### config.mk
export PLATFORM = sky130hd
export DESIGN_NAME = crse_bank_ram
export DESIGN_NICKNAME = d
export VERILOG_FILES = /design/src/catmull_rom_segment_eval_top_assert.svh /design/src/crse_pkg.sv /design/src/crse_bank_ram.sv
export SDC_FILE = /design/constraint.sdc
export NUM_CORES = 1
export LEC_CHECK = 0
export BUFFER_PORTS_ARGS = -buffer_cell sky130_fd_sc_hd__buf_2
export CORE_MARGIN = 2
export CORE_UTILIZATION = 45
export DETAILED_ROUTE_END_ITERATION = 16
export PLACE_DENSITY_LB_ADDON = 0.08
export SLEW_MARGIN = 20
export SYNTH_ARGS = -nofsm -noshare
export SYNTH_HDL_FRONTEND = slang
export SYNTH_SLANG_ARGS = --single-unit
### constraint.sdc
create_clock -name clk -period 19.5 [get_ports clk]
set_input_delay 4.875 -clock clk [delete_from_list [all_inputs] [get_ports clk]]
set_output_delay 4.875 -clock clk [all_outputs]
set_load 0.1 [all_outputs]
### src/catmull_rom_segment_eval_top_assert.svh
// Assertion macros for the Catmull-Rom segment evaluator top level.
`ifndef CATMULL_ROM_SEGMENT_EVAL_TOP_ASSERT_SVH
`define CATMULL_ROM_SEGMENT_EVAL_TOP_ASSERT_SVH

// Same-cycle implication, clocked on clk and disabled while rst_n is low.
`define CRSE_ASSERT_IMP(label, ante, cons, msg) \
  label: assert property (@(posedge clk) disable iff (!rst_n) (ante) |-> (cons)) \
    else $error(msg);

// Next-cycle implication, clocked on clk and disabled while rst_n is low.
`define CRSE_ASSERT_NXT(label, ante, cons, msg) \
  label: assert property (@(posedge clk) disable iff (!rst_n) (ante) |=> (cons)) \
    else $error(msg);

`endif

### src/crse_pkg.sv
// Shared types and constants of the Catmull-Rom segment evaluator.
`timescale 1ns / 1ps

package crse_pkg;

  localparam int MAX_NODES_DEF   = 64;
  localparam int T_FRAC_BITS_DEF = 16;

  localparam int COORD_W      = 32;
  localparam int NODE_IDX_W   = 6;
  localparam int T_PARAM_W    = 17;
  localparam int NODE_COUNT_W = 7;

  // Four consecutive points always fall into four distinct banks.
  localparam int NUM_BANKS  = 4;
  localparam int BANK_SEL_W = 2;

  // Index of the last register stage, which is the output register.
  localparam int STG_OUT = 9;

  typedef enum logic [0:0] {
    OP_WRITE = 1'b0,
    OP_EVAL  = 1'b1
  } crse_op_t;

  typedef enum logic [1:0] {
    ST_EVAL      = 2'd0,
    ST_WRITE_OK  = 2'd1,
    ST_BAD_SEG   = 2'd2,
    ST_BAD_INDEX = 2'd3
  } crse_status_t;

  typedef struct packed {
    crse_op_t                      operation;
    logic [NODE_IDX_W-1:0]         node_index;
    logic signed [COORD_W-1:0]     coord_x;
    logic signed [COORD_W-1:0]     coord_y;
    logic signed [COORD_W-1:0]     coord_z;
    logic [NODE_IDX_W-1:0]         segment_index;
    logic [T_PARAM_W-1:0]          t_param;
  } crse_in_t;

  typedef struct packed {
    logic signed [COORD_W-1:0]     pos_x;
    logic signed [COORD_W-1:0]     pos_y;
    logic signed [COORD_W-1:0]     pos_z;
    logic signed [COORD_W-1:0]     slope_x;
    logic signed [COORD_W-1:0]     slope_y;
    logic signed [COORD_W-1:0]     slope_z;
    crse_status_t                  status;
  } crse_out_t;

  typedef struct packed {
    logic [COORD_W-1:0] x;
    logic [COORD_W-1:0] y;
    logic [COORD_W-1:0] z;
  } crse_point_t;

endpackage

### src/crse_bank_ram.sv
// One bank of the control point store: one write port, one registered read port.
`timescale 1ns / 1ps

module crse_bank_ram #(
  parameter int DEPTH = crse_pkg::MAX_NODES_DEF / crse_pkg::NUM_BANKS,
  localparam int ADDR_W = (DEPTH > 1) ? $clog2(DEPTH) : 1
) (
  input  logic                clk,
  input  logic                wr_en,
  input  logic [ADDR_W-1:0]   wr_addr,
  input  crse_pkg::crse_point_t wr_data,
  input  logic                rd_en,
  input  logic [ADDR_W-1:0]   rd_addr,
  output crse_pkg::crse_point_t rd_data
);
  import crse_pkg::*;

  crse_point_t mem [DEPTH];

  always_ff @(posedge clk) begin
    if (wr_en) begin
      mem[wr_addr] <= wr_data;
    end
  end

  always_ff @(posedge clk) begin
    if (rd_en) begin
      rd_data <= mem[rd_addr];
    end
  end

endmodule

==> impl_metrics.csv <==
group,metric,value,unit
worst_setup_path,crit_type,"in2reg",
route,detail_route.wl_per_cell,30.5,um
sta,relSlewSlack,23.6,%
sta,fin_tns_setup,0,ns
clock_tree,cts_sinks,1632,
worst_setup_path,r2r_start,"mem[11][10]",
synth,ys_ff_latch,1632,
status,status,"finished clean",
floorplanning,dieHeight,370,um
min_path,worst_hold_path_type,"reg2reg",
synth,syn_area_per_cell,24.5,um2
synth,synth_cell_types,17,
clock_tree,cts_hold_buf,0,
sta,worst_hold_slack,0.731,ns
worst_setup_path,worstPathRequired,20.01,ns
sta,skew,0.0210,ns
placement,gp_congestion,0.698,
power_and_ir_drop,leakagePower,21.7,nW
synth,ys_warn_count,0,
worst_setup_path,cp-endpoint,"rd_data[54]",
worst_setup_path,cp-startpoint,"rd_addr[0]",
sta,rsz0062_at_grt,"no",
floorplanning,row_count,134,
route,vias,27100,
grt,antenna_found_initial,26,
route,drc,0,
route,viasPerCell,5.85,
sta,final_max_slew_viol_count,0,
route,wirelength,142000,um
synth,netlist_instances,2460,
worst_setup_path,cp-end-kind,"register",
worst_setup_path,arrival,8.84,ns
worst_setup_path,rrSetupSlack,17.96,ns
route,drtPass1Iterations,5,
synth,synth_area,60300,um2
floorplanning,die_area,137000,um2
finish,syn2layout_area_growth,13.8,%
worst_setup_path,cp_max_fo,78,
power_and_ir_drop,p_per_area,108,nW/um2
sta,finalSetupViolations,0,
grt,track_usage,20.9,%
clock_tree,cts_htree_levels,4,
clock_tree,root_buffer,"clkbuf_16",
sta,worstMarginPinSlew,1.15,ns
clock_tree,cts_buffer_depth,3,
finish,finalNetCount,2848,
grt,grt_pass1_vias,28600,
finish,layout-drive-gt1-share,30.1,%
floorplanning,initial_core_util,45.3,%
power_and_ir_drop,irDropWorstVdd,0.0000916,V
floorplanning,die-width,370,um
clock_tree,clock_latency,0.78,ns
run,drv_cap,0,
grt,grt-ovfl-total,0,
clock_tree,cts_buffers,165,
placement,dpl.cell_count,4342,
synth,ys_async_sr_fraction,0,%
grt,grt_max_degree,130,
worst_setup_path,ff2ff_path_depth,3,
synth,yosysSeqAreaShare,81.2,%
route,dr.first_iter.drc_count,2594,
clock_tree,postCtsSetupBuffers,0,
worst_setup_path,worst_setup_path_start_kind,"primary input",
worst_setup_path,reg2reg_to,"rd_data[10]",
synth,synthFlopType,"edfxtp_1",
clock_tree,clk_pin_slew,0.06,ns
synth,syn_nets,2567,
placement,portBuffers,202,
sta,fin_crit_sh,42.7,%
sta,fmax,0.120,GHz
grt,grt_pass1_wl,203000,um
floorplanning,core_area,133000,um2
sta,hold_viol,0,
placement,dp_hpwl,60900,um
clock_tree,cts-resized-gates,0,
clock_tree,tritoncts,"yes",
floorplanning,pin_count,203,
synth,synth_edf_count,1632,
sta,fin_crit,8.33,ns
route,antenna_left,0,
finish,final_cells,4640,
## layout by cell type (no fill, tap or decap), types with 13 or more instances in the layout
master,netlist,layout
edfxtp_1,1632,1632
buf_2,11,199
nor2_4,0,13
a22oi_1,192,192
clkbuf_1,46,36
mux4_2,384,384
clkinv_2,0,22
nand2_1,97,97
buf_12,0,15
buf_4,19,24
clkbuf_16,0,170
clkinv_1,0,45
## sequential cells by signal, summed over array words and instances, names as in the netlist
name / cells
mem: 1536
rd_data: 96
## worst min-delay path by stage
stage,startpoint,endpoint,slack (ns),cells past startpoint
after floorplan,mem[14][0],rd_data[0],0.71,3
after global placement,mem[14][47],rd_data[47],0.72,3
after detailed placement,mem[14][1],rd_data[1],0.73,3
after CTS,mem[14][1],rd_data[1],0.73,3
after global routing,mem[12][62],rd_data[62],0.76,3
final,mem[15][1],rd_data[1],0.73,3
## per-stage QoR
step                      instance area [um2]  power [mW]  setup slack (ns)  utilization, %
final                                   68600        7.45             11.17            51.5
after global routing                    68600        7.69             10.60            51.5
after CTS                               68600        7.53             10.99            51.5
after detailed placement                63500        4.51             10.12            47.6
after floorplan                         60300        4.36              6.95               -
after global placement                  63500        4.50             10.13            47.6
## synth_stat cells, types with 4 or more instances
| library cell | count | area, um2 |
|---|---|---|
| clkbuf_1 | 46 | 173 |
| buf_6 | 21 | 236 |
| buf_1 | 32 | 120 |
| buf_4 | 19 | 143 |
| a22oi_1 | 192 | 1440 |
| edfxtp_1 | 1632 | 49000 |
| nor3_1 | 4 | 20.0 |
| nand2_1 | 97 | 364 |
| buf_2 | 11 | 55.1 |
| nor2_1 | 13 | 48.8 |
| mux4_2 | 384 | 8650 |
## kinds of logic after synthesis
| family | synth area share (%) |
|---|---|
| AOI/OAI and AO/OA | 2.39 |
| buffers and inverters | 1.21 |
| DFF | 81.2 |
| muxes | 14.3 |
| and+or+nand+nor | 0.817 |
## worst max-delay path: stages
cell and delay [ns]:
buf_8 0.66, buf_4 0.76, buf_4 0.79, buf_4 0.72, mux4_2 0.59, a22oi_1 0.21, nand2_1 0.09
## layer usage
| layer | global-route usage, % | share of wire (%) | routed length [um] |
|---|---|---|---|
| met4 | 5.61 | 2.2 | 3080 |
| met5 | 0 | 0.11 | 154 |
| met3 | 3.84 | 5.2 | 7410 |
| met1 | 28.7 | 42 | 60000 |
| met2 | 34.7 | 50 | 71100 |
## power by group
part	switching, mW	total [mW]	internal [mW]	leakage, nW
clock network	1.28	3.02	1.74	2.50
logic	0.324	0.454	0.130	4.35
registers	0.0219	3.98	3.95	14.8
## cell type report
type	instances	area [um2]
repair buffers	243	1560
multi-input cells	699	10700
diodes	1	2.50
clock buffers	206	4390
flip-flops and latches	1632	49000
clock inverters	91	742
fillers	10400	64700
well taps	1768	2210
Power figures use the tool's default switching activity.
